==> src/hdl/gfb_pkg.sv <==
// ----------------------------------------------------------------------------
// gfb_pkg: shared types, constants and round function
// Round count, key reset values, S-boxes and the item type that moves
// from cell to cell along the round chain.
// ----------------------------------------------------------------------------
package gfb_pkg;

   localparam int ROUND_COUNT    = 32;
   localparam int FORWARD_ROUNDS = 24;
   localparam int ROT_AMOUNT     = 11;
   localparam int KEY_COUNT      = 8;
   localparam int KEY_IDX_WIDTH  = $clog2(KEY_COUNT);
   localparam int WORD_WIDTH     = 32;
   localparam int BLOCK_WIDTH    = 64;
   localparam int CSR_IDX_WIDTH  = 4;

   localparam logic MODE_ENCRYPT = 1'b0;
   localparam logic MODE_DECRYPT = 1'b1;

   typedef logic [WORD_WIDTH-1:0] word_type;
   typedef word_type [KEY_COUNT-1:0] key_array_type;

   // One item in flight between round cells.
   typedef struct packed {
      logic     mode;
      word_type left;
      word_type right;
   } stage_type;

   localparam key_array_type KEY_RESET = '{
      32'h5566_7788, 32'hAABB_CCDD, 32'h1122_3344, 32'hFEDC_BA12,
      32'h9876_5432, 32'h5678_EFEF, 32'hABCD_1234, 32'hFFFF_FFFF
   };

   localparam logic [3:0] SBOX [0:7][0:15] = '{
      '{4'd4,  4'd7,  4'd1,  4'd9,  4'd0,  4'd2,  4'd4,  4'd8,
        4'd6,  4'd3,  4'd11, 4'd12, 4'd13, 4'd14, 4'd15, 4'd10},
      '{4'd12, 4'd6,  4'd11, 4'd2,  4'd10, 4'd4,  4'd7,  4'd5,
        4'd9,  4'd0,  4'd1,  4'd3,  4'd8,  4'd13, 4'd14, 4'd15},
      '{4'd7,  4'd2,  4'd5,  4'd0,  4'd11, 4'd14, 4'd15, 4'd10,
        4'd9,  4'd12, 4'd8,  4'd1,  4'd3,  4'd4,  4'd6,  4'd13},
      '{4'd8,  4'd14, 4'd7,  4'd6,  4'd2,  4'd5,  4'd1,  4'd15,
        4'd4,  4'd0,  4'd11, 4'd10, 4'd13, 4'd9,  4'd12, 4'd3},
      '{4'd15, 4'd6,  4'd9,  4'd11, 4'd3,  4'd12, 4'd4,  4'd2,
        4'd10, 4'd8,  4'd1,  4'd0,  4'd7,  4'd14, 4'd4,  4'd13},
      '{4'd12, 4'd15, 4'd0,  4'd9,  4'd4,  4'd8,  4'd13, 4'd2,
        4'd11, 4'd10, 4'd7,  4'd6,  4'd5,  4'd3,  4'd14, 4'd1},
      '{4'd14, 4'd3,  4'd1,  4'd10, 4'd7,  4'd15, 4'd13, 4'd12,
        4'd0,  4'd2,  4'd11, 4'd4,  4'd8,  4'd9,  4'd6,  4'd5},
      '{4'd6,  4'd8,  4'd15, 4'd4,  4'd10, 4'd7,  4'd12, 4'd1,
        4'd2,  4'd0,  4'd14, 4'd5,  4'd11, 4'd3,  4'd9,  4'd13}
   };

   // Add key, substitute each nibble, rotate left.
   function automatic word_type round_fn(input word_type half, input word_type rk);
      word_type x;
      word_type y;
      x = half + rk;
      for (int n = 0; n < KEY_COUNT; n++) begin
         y[4*n +: 4] = SBOX[n][x[4*n +: 4]];
      end
      return {y[WORD_WIDTH-ROT_AMOUNT-1:0], y[WORD_WIDTH-1:WORD_WIDTH-ROT_AMOUNT]};
   endfunction

endpackage

==> src/hdl/gfb_round_cell.sv <==
// ----------------------------------------------------------------------------
// gfb_round_cell: one Feistel round with its own pipeline register
// Takes an item from the left neighbor, applies one round with the key
// picked by the item's mode, and holds it until the right neighbor takes it.
// ----------------------------------------------------------------------------
module gfb_round_cell (
   input  logic                clock,
   input  logic                reset,
   input  logic                in_valid,
   output logic                in_ready,
   input  gfb_pkg::stage_type  in_data,
   input  gfb_pkg::word_type   enc_key,
   input  gfb_pkg::word_type   dec_key,
   output logic                out_valid,
   input  logic                out_ready,
   output gfb_pkg::stage_type  out_data
);
   import gfb_pkg::*;

   logic      valid_ff;
   logic      valid_in;
   stage_type data_ff;
   stage_type data_in;
   word_type  f_out;

   assign in_ready = ~valid_ff | out_ready;
   assign valid_in = in_ready ? in_valid : valid_ff;

   always_comb begin
      if (in_data.mode == MODE_DECRYPT) begin
         f_out         = round_fn(in_data.left, dec_key);
         data_in.mode  = in_data.mode;
         data_in.left  = in_data.right ^ f_out;
         data_in.right = in_data.left;
      end else begin
         f_out         = round_fn(in_data.right, enc_key);
         data_in.mode  = in_data.mode;
         data_in.left  = in_data.right;
         data_in.right = in_data.left ^ f_out;
      end
   end

   always_ff @(posedge clock) begin
      if (reset) begin
         valid_ff <= 1'b0;
      end else begin
         valid_ff <= valid_in;
      end
   end

   // Load only when a new item is taken; otherwise hold.
   always_ff @(posedge clock) begin
      if (in_valid && in_ready) begin
         data_ff <= data_in;
      end
   end

   assign out_valid = valid_ff;
   assign out_data  = data_ff;

endmodule

==> config.mk <==
export PLATFORM = sky130hd
export DESIGN_NAME = gfb_round_cell
export DESIGN_NICKNAME = d
export VERILOG_FILES = /design/src/hdl/gfb_pkg.sv /design/src/hdl/gfb_round_cell.sv
export SDC_FILE = /design/constraint.sdc
export NUM_CORES = 1
export LEC_CHECK = 0
export ABC_AREA = 1
export BUFFER_PORTS_ARGS = -buffer_cell sky130_fd_sc_hd__buf_4
export CORE_MARGIN = 10
export CORE_UTILIZATION = 58
export CTS_CLUSTER_SIZE = 24
export DETAILED_ROUTE_END_ITERATION = 7
export PLACE_DENSITY = 0.86
export REMOVE_ABC_BUFFERS = 1
export SLEW_MARGIN = 0
export SYNTH_ARGS = -nofsm -noshare
export SYNTH_HDL_FRONTEND = slang
export SYNTH_SLANG_ARGS = --single-unit
==> constraint.sdc <==
create_clock -name clock -period 5.6 [get_ports clock]
set_input_delay 1.12 -clock clock [delete_from_list [all_inputs] [get_ports clock]]
set_output_delay 1.12 -clock clock [all_outputs]
set_load 0.05 [all_outputs]
==> results.json <==
{
  "status": "finished, final reports clean",
  "antenna_found_initial": 0,
  "ios": 200,
  "seq_area_um2": 1970,
  "coreArea_um2": 17200,
  "wl_mm": 33.1,
  "most-common-layout-cells": "nand2_1, inv_1, buf_4",
  "critical_path_class": "input port to flop",
  "dpl.hpwl_mm": 27.9,
  "gp_congestion": 0.992,
  "whs_ns": 0.551,
  "cp_max_fo": 5,
  "vdd_drop_max_uv": 158,
  "place_ws_ns": 1.43,
  "die_area_um2": 23100,
  "critPathLaunch": "in_data[32]",
  "grt_pass1_wl_mm": 52.4,
  "cts.reportedPaths.clkPinSlew_ns": 0.06,
  "syn_inst": 1670,
  "route.detailed.drc": 0,
  "worst_setup_path_end_kind": "flop",
  "drt-initial-drc-count": 871,
  "die_y_um": 152,
  "die_w_um": 152,
  "viasPerCell": 5.27,
  "synth-edff-count": 65,
  "rsz0062_at_grt": "false",
  "num-fill-cells": 1516,
  "cts_buffer_depth": 2,
  "syn_area_um2": 10100,
  "fin_ws_ns": 1.78,
  "cts_resized": 0,
  "period_share_pct": 68.3,
  "yosys_warnings": 0,
  "yosysSeqAreaShare_pct": 19.5,
  "r2r_start": "out_valid",
  "insertion_delay_ns": 0.36,
  "maxCapViolCount": 0,
  "fmaxAchievable_ghz": 0.262,
  "power.leakage_nw": 6.96,
  "ys.flop_type": "edfxtp_1",
  "final_area_um2": 12200,
  "num_vias": 11083,
  "final_util_pct": 71.1,
  "wl_per_cell_um": 15.7,
  "min_period_ns": 3.82,
  "ant_nets": 0,
  "grt_max_degree": 53,
  "dpl-instance-area_um2": 11900,
  "grt_usage_pct": 27.4,
  "drv_slew": 0,
  "cts-root-buf": "clkbuf_16",
  "cts-hold-fix-buffers": 0,
  "final_common_cell": "nand2_1",
  "numCtsBuffers": 9,
  "power_mw": 3.06,
  "htreeDepth": 3,
  "drive_gt1_share_pct": 15.0,
  "fin_nets": 2115,
  "syn_avg_cell_area_um2": 6.06,
  "setup_violations": 0,
  "worst_pin_slew_ns": 1.12,
  "area_growth_pct": 20.6,
  "num_antenna_cells": 0,
  "grt.overflow.total": 0,
  "multi_input_area_um2": 6960,
  "arrival_ns": 3.93,
  "ys_ff_latch": 66,
  "initial_utilization_pct": 58.9,
  "tns_ns": 0,
  "relSlewSlack_pct": 25.4,
  "fin_cells": 2102,
  "critPathRequiredTime_ns": 5.70,
  "min_from": "out_valid",
  "start_kind": "input port",
  "first_pass_iters": 7,
  "cts.sinks": 66,
  "skew_ns": 0.00948,
  "cts_tree": "yes",
  "io_buffers": 199,
  "final_hold_viol_count": 0,
  "synthArstFlopShare_pct": 0,
  "power_density_nw_per_um2": 251,
  "hold_path_class": "flop to flop",
  "cts_setup_buffers": 0,
  "grt_pass1_vias": 10607,
  "place_inst": 2086,
  "ys_types": 41,
  "rows": 48
}
==> path summary, 6_finish.rpt <==
path | end | slack (ns) | cells after the start
setup / recovery | out_data[61] | 1.78 | 20
hold / removal | out_valid | 0.55 | 2
setup reg to reg | out_data[50] | 3.43 | 2
hold reg to reg | out_valid | 0.55 | 2
==> cell families (layout without fill, tap and decap cells) <==
family / after synthesis / in the layout / share of synthesized area [%]
flops: 66 / 66 / 19.5
simple gates: 976 / 976 / 40.9
buf+inv: 321 / 528 / 11.9
xor+xnor: 64 / 64 / 6.46
fa+ha+maj: 110 / 110 / 13.7
compound gates: 133 / 133 / 7.50
==> registers in the layout, indices dropped and copies added, names as in the netlist <==
name	count
out_data	65
out_valid	1
==> synth_stat cells (6+ instances only) <==
cell type	instances	area share (%)
ha_1	108	13
nand2_1	631	23
xor2_2	9	1.4
o21ai_1	8	0.40
nor2_1	115	4.3
a21oi_1	61	3.0
xnor2_1	24	2.1
clkbuf_1	6	0.22
nor3_2	6	0.59
o211ai_1	12	0.89
nand3b_1	18	1.3
nand4_1	28	1.7
inv_2	7	0.26
inv_1	303	11
o21bai_1	10	0.74
nand3_1	131	6.5
edfxtp_1	65	19
xor2_1	29	2.5
o21ai_0	28	1.4
nand2_2	21	1.3
==> layout make-up <==
type                       instances  share of cell area (%)
tap                              225                    2.31
sequential                        66                    16.2
inverter                         311                    9.56
clock buffer                      11                    1.99
multi-input combinational       1283                    57.0
clock inverter                     5                   0.636
timing repair buffer             201                    12.4
==> critical path: stages <==
cell	delay, ns
buf_4	0.09
ha_1	0.19
inv_1	0.06
fa_1	0.40
inv_1	0.09
nand3_1	0.06
nand2_1	0.16
nand2_1	0.08
nand2_1	0.12
nand2_1	0.06
nand2_1	0.10
xor2_1	0.40
inv_1	0.14
ha_1	0.31
nor2_1	0.14
inv_1	0.07
nand3_1	0.10
nand3_1	0.07
nand2_1	0.09
nand2_1	0.06
==> power by group <==
part / leakage (nW) / internal [mW] / switching, mW
Sequential: 0.637 / 0.639 / 0.0191
Clock: 0.156 / 0.401 / 0.250
Combinational: 6.17 / 0.573 / 1.18
Total: 6.96 / 1.61 / 1.45
==> layer usage <==
metal	vias up	track usage (%)	share of wire, %
li1	5653	-	-
met3	66	5.22	7.4
met4	0	11.7	3.5
met5	-	0	0
met2	470	43.5	45
met1	4894	35.4	45
Note: power is estimated with default switching activity, not from simulation.
