## src/hdl/gfb_pkg.sv

```systemverilog
// ----------------------------------------------------------------------------
// gfb_pkg: shared types, constants and round function
// Round count, key reset values, S-boxes and the item type that moves
// from cell to cell along the round chain.
// ----------------------------------------------------------------------------
package gfb_pkg;

   localparam int ROUND_COUNT    = 32;
   localparam int FORWARD_ROUNDS = 24;
   localparam int ROT_AMOUNT     = 11;
   localparam int KEY_COUNT      = 8;
   localparam int KEY_IDX_WIDTH  = $clog2(KEY_COUNT);
   localparam int WORD_WIDTH     = 32;
   localparam int BLOCK_WIDTH    = 64;
   localparam int CSR_IDX_WIDTH  = 4;

   localparam logic MODE_ENCRYPT = 1'b0;
   localparam logic MODE_DECRYPT = 1'b1;

   typedef logic [WORD_WIDTH-1:0] word_type;
   typedef word_type [KEY_COUNT-1:0] key_array_type;

   // One item in flight between round cells.
   typedef struct packed {
      logic     mode;
      word_type left;
      word_type right;
   } stage_type;

   localparam key_array_type KEY_RESET = '{
      32'h5566_7788, 32'hAABB_CCDD, 32'h1122_3344, 32'hFEDC_BA12,
      32'h9876_5432, 32'h5678_EFEF, 32'hABCD_1234, 32'hFFFF_FFFF
   };

   localparam logic [3:0] SBOX [0:7][0:15] = '{
      '{4'd4,  4'd7,  4'd1,  4'd9,  4'd0,  4'd2,  4'd4,  4'd8,
        4'd6,  4'd3,  4'd11, 4'd12, 4'd13, 4'd14, 4'd15, 4'd10},
      '{4'd12, 4'd6,  4'd11, 4'd2,  4'd10, 4'd4,  4'd7,  4'd5,
        4'd9,  4'd0,  4'd1,  4'd3,  4'd8,  4'd13, 4'd14, 4'd15},
      '{4'd7,  4'd2,  4'd5,  4'd0,  4'd11, 4'd14, 4'd15, 4'd10,
        4'd9,  4'd12, 4'd8,  4'd1,  4'd3,  4'd4,  4'd6,  4'd13},
      '{4'd8,  4'd14, 4'd7,  4'd6,  4'd2,  4'd5,  4'd1,  4'd15,
        4'd4,  4'd0,  4'd11, 4'd10, 4'd13, 4'd9,  4'd12, 4'd3},
      '{4'd15, 4'd6,  4'd9,  4'd11, 4'd3,  4'd12, 4'd4,  4'd2,
        4'd10, 4'd8,  4'd1,  4'd0,  4'd7,  4'd14, 4'd4,  4'd13},
      '{4'd12, 4'd15, 4'd0,  4'd9,  4'd4,  4'd8,  4'd13, 4'd2,
        4'd11, 4'd10, 4'd7,  4'd6,  4'd5,  4'd3,  4'd14, 4'd1},
      '{4'd14, 4'd3,  4'd1,  4'd10, 4'd7,  4'd15, 4'd13, 4'd12,
        4'd0,  4'd2,  4'd11, 4'd4,  4'd8,  4'd9,  4'd6,  4'd5},
      '{4'd6,  4'd8,  4'd15, 4'd4,  4'd10, 4'd7,  4'd12, 4'd1,
        4'd2,  4'd0,  4'd14, 4'd5,  4'd11, 4'd3,  4'd9,  4'd13}
   };

   // Add key, substitute each nibble, rotate left.
   function automatic word_type round_fn(input word_type half, input word_type rk);
      word_type x;
      word_type y;
      x = half + rk;
      for (int n = 0; n < KEY_COUNT; n++) begin
         y[4*n +: 4] = SBOX[n][x[4*n +: 4]];
      end
      return {y[WORD_WIDTH-ROT_AMOUNT-1:0], y[WORD_WIDTH-1:WORD_WIDTH-ROT_AMOUNT]};
   endfunction

endpackage

```

## src/hdl/gfb_key_regs.sv

```systemverilog
// ----------------------------------------------------------------------------
// gfb_key_regs: key word registers
// Eight 32-bit key words loaded through the write port; writes to an
// index past the last word are dropped.
// ----------------------------------------------------------------------------
module gfb_key_regs (
   input  logic                         clock,
   input  logic                         reset,
   input  logic                         csr_write,
   input  logic [gfb_pkg::CSR_IDX_WIDTH-1:0] csr_index,
   input  logic [gfb_pkg::WORD_WIDTH-1:0]    csr_data,
   output gfb_pkg::key_array_type       keys
);
   import gfb_pkg::*;

   key_array_type key_ff;
   key_array_type key_in;

   always_comb begin
      key_in = key_ff;
      if (csr_write && (csr_index < CSR_IDX_WIDTH'(KEY_COUNT))) begin
         key_in[csr_index[KEY_IDX_WIDTH-1:0]] = csr_data;
      end
   end

   always_ff @(posedge clock) begin
      if (reset) begin
         key_ff <= KEY_RESET;
      end else begin
         key_ff <= key_in;
      end
   end

   assign keys = key_ff;

endmodule

```

## config.mk

```make
export PLATFORM = sky130hd
export DESIGN_NAME = gfb_key_regs
export DESIGN_NICKNAME = d
export VERILOG_FILES = /design/src/hdl/gfb_pkg.sv /design/src/hdl/gfb_key_regs.sv
export SDC_FILE = /design/constraint.sdc
export NUM_CORES = 1
export LEC_CHECK = 0
export BUFFER_PORTS_ARGS = -buffer_cell sky130_fd_sc_hd__buf_4
export CAP_MARGIN = 0
export CORE_UTILIZATION = 45
export DETAILED_ROUTE_END_ITERATION = 10
export PLACE_DENSITY_LB_ADDON = 0.1
export SLEW_MARGIN = 15
export SYNTH_ARGS = -nofsm -noshare
export SYNTH_HDL_FRONTEND = slang
export SYNTH_SLANG_ARGS = --single-unit
```

## constraint.sdc

```tcl
create_clock -name clock -period 1.32 [get_ports clock]
set_clock_uncertainty 0.05 [all_clocks]
set_input_delay 0.132 -clock clock [delete_from_list [all_inputs] [get_ports clock]]
set_output_delay 0.132 -clock clock [all_outputs]
set_load 0.05 [all_outputs]
```

==> impl_metrics.yaml <==
drt:
  dr_total_vias: 8005
  ant_nets: 0
  viasPerCell: 5.00
  drcViolationCount: 0
  wl_per_cell_um: 18.0
  routed_wl_mm: 28.9
  drtPass1Iterations: 4
  drt-initial-drc-count: 319
timing:
  slew-limit-headroom: 0.528
  rsz0062_at_grt: "no"
  report.final.hold_viol_count: 0
  post-route-period-util: 0.985
  holdWs_ps: 14.2
  fin_ws_ps: 20.4
  max_freq_mhz: 769
  drv_slew: 0
  worst_pin_slew_ps: 705
  setup_viol: 0
  fin_crit_ps: 1300
die:
  die_area_um2: 22100
  core-area_um2: 21100
  rows: 53
  die_y_um: 149
  initial_core_util: 0.460
  pin_count: 295
  die_w_um: 149
worst_setup_path:
  cp-start-kind: "flip-flop"
  cp.arrival_ps: 1120
  crit_required_ps: 1140
  crit_type: "reg -> out"
  cpLargestDelayFamily: "flip-flops"
  path_max_fanout: 2
  crit_slowest_cell: "dfxtp_1"
  crit_path_end_kind: "output pin"
  startpoint: "keys[159]"
  max_stage_delay_ps: 370
  cp_num_buf_inv: 1
  crit_path_cell_trace: "buf_4"
  reg2reg_from: "keys[191]"
job:
  cap_violations: 0
finish:
  instances_no_fill: 1602
  area_growth_syn_to_layout_pct: 43.5
  diodes: 0
  final_cell_area_um2: 13900
  final_nets: 1346
  drive_gt1_frac: 0.312
  largest_reg_flops: 256
power_and_ir_drop:
  power_frac_comb: 0.089
  switching_share: 0.238
  seq_power_share: 0.453
  clock_power_share: 0.458
  intPower_mw: 13.3
  p_leak_nw: 6.75
  power_switching_mw: 4.15
  total_power_mw: 17.4
  ir_drop_uv: 893
  p_per_area_nw_per_um2: 1250
global_routing:
  antenna_found_initial: 0
  grt_pass1_vias: 7761
  grt_max_degree: 40
  overflow: 0
  grt_pass1_wl_mm: 43.8
  grt_usage: 0.256
synthesis:
  yosysWarnings: 0
  synth_flop_cell: "dfxtp_1"
  synth_area_leaders: "dfxtp_1 (53%), mux2i_1 (23%), nor2_1 (7.0%)"
  synth.distinct_cells: 23
  synth_nets: 994
  synthArstFlopShare: 0
  yosysSeqAreaShare: 0.529
  synth_area_um2: 9690
  synth-seq-cells: 256
  synth_edf_count: 0
  syn_avg_cell_area_um2: 10.1
  yosysTopAreaCellShare: 0.529
  synth_commonest_cells: "dfxtp_1 (256), mux2i_1 (220), nor2_1 (181)"
  syn_inst: 955
  yosysMostFrequentCell: "dfxtp_1"
  yosysTopAreaCell: "dfxtp_1"
min_path:
  hold_start: "reset"
  hold_path.class: "in -> reg"
cts:
  post_cts_buffers: 0
  cts_num_sinks: 256
  cts_tree: "done"
  numCtsBuffers: 27
  clk_root_buffer_cell: "clkbuf_16"
  cts.reportedPaths.clkPinSlew_ps: 60
  clk_path_buf_depth: 3
  htree_levels: 1
  clock_latency_ps: 530
placed_design:
  pre_cts_ws_ps: -70.4
  gp_congestion: 0.800
  post-place-cells: 1519
  dp_hpwl_mm: 20.6
  place_area_um2: 12600
  port_buffers: 294
status:
  status: "finished, final reports clean"
tightest hold or removal path: stages:
cell and delay, ps:
buf_8 210, nand2b_1 140, mux2i_1 60
per-stage QoR:
step	util	TNS [ps]
6_report	0.659	0
5_1_grt	0.659	0
4_1_cts	0.658	0
3_5_place_dp	0.597	-1610
3_3_place_gp	0.597	0
2_1_floorplan	-	0
final timing paths:
| check | endpoint | slack [ps] | cells past startpoint |
|---|---|---|---|
| hold / removal | keys[82] | 10 | 3 |
| hold reg to reg | keys[76] | 420 | 2 |
| setup / recovery | keys[159] | 20 | 1 |
| setup reg to reg | keys[191] | 530 | 2 |
kinds of logic (layout without fill, tap and decap cells):
logic type,Yosys count,after routing,synth area share
compound gates,70,70,0.0361
mux,220,220,0.227
simple gates,338,338,0.168
buf+inv,71,443,0.0395
flops,256,256,0.529
power by group through the flow:
stage / Sequential (mW) / Combinational [mW] / Clock (mW)
4_1_cts: 7.89 / 1.56 / 8.12
5_1_grt: 7.90 / 1.64 / 8.46
3_5_place_dp: 8.06 / 1.47 / 0
2_1_floorplan: 8.40 / 0.502 / 0
6_report: 7.89 / 1.56 / 7.99
3_3_place_gp: 8.06 / 1.46 / 0
what timing repair did:
action / 4_1_cts / 5_1_grt
resized for setup: 0 / 10
endpoints found under the setup margin: 0 / 10
endpoints found under the hold margin: 204 / 0
hold buffers: 34 / 0
cell usage in the layout (no fill, tap or decap):
| cell type | synthesis | routed |
|---|---|---|
| buf_4 | 7 | 332 |
| dfxtp_1 | 256 | 256 |
| mux2i_1 | 220 | 220 |
| nor2_1 | 181 | 181 |
| nand2b_1 | 105 | 105 |
| o21ai_0 | 35 | 35 |
| nand3_1 | 36 | 34 |
| a21oi_1 | 34 | 34 |
| dlygate4sd3_1 | 0 | 34 |
| clkbuf_16 | 0 | 27 |
| buf_12 | 0 | 17 |
| buf_6 | 7 | 10 |
| clkinv_2 | 0 | 6 |
| bufinv_16 | 0 | 5 |
| clkbuf_1 | 34 | 5 |
| nand2_2 | 4 | 4 |
| nand4b_1 | 2 | 2 |
| nand2_1 | 2 | 2 |
| nand3_2 | 0 | 2 |
| clkinvlp_4 | 0 | 2 |
| clkbuf_8 | 0 | 2 |
| nor3b_4 | 1 | 1 |
| nor2b_2 | 0 | 1 |
| and2_2 | 0 | 1 |
| nor2b_1 | 2 | 1 |
| and2_1 | 2 | 1 |
| o21ai_1 | 1 | 1 |
| and3_1 | 1 | 1 |
| and3b_2 | 0 | 1 |
| nand3b_1 | 1 | 1 |
| inv_6 | 0 | 1 |
| inv_8 | 0 | 1 |
| buf_8 | 1 | 1 |
final cells by class:
cell class | instances | area (um^2)
timing repair buffer | 394 | 3300
fill | 1731 | 7180
sequential | 256 | 5120
multi-input combinational | 628 | 4200
tap | 275 | 344
clock inverter | 15 | 215
clock buffer | 34 | 722
layer usage:
| metal | part of all wire | GRT usage | vias up |
|---|---|---|---|
| met5 | 0 | 0 | - |
| met4 | 0.022 | 0.0689 | 0 |
| met3 | 0.075 | 0.0572 | 43 |
| met2 | 0.48 | 0.445 | 292 |
| met1 | 0.42 | 0.316 | 3766 |
| li1 | - | - | 3904 |
Note: power is estimated with default switching activity, not from simulation.
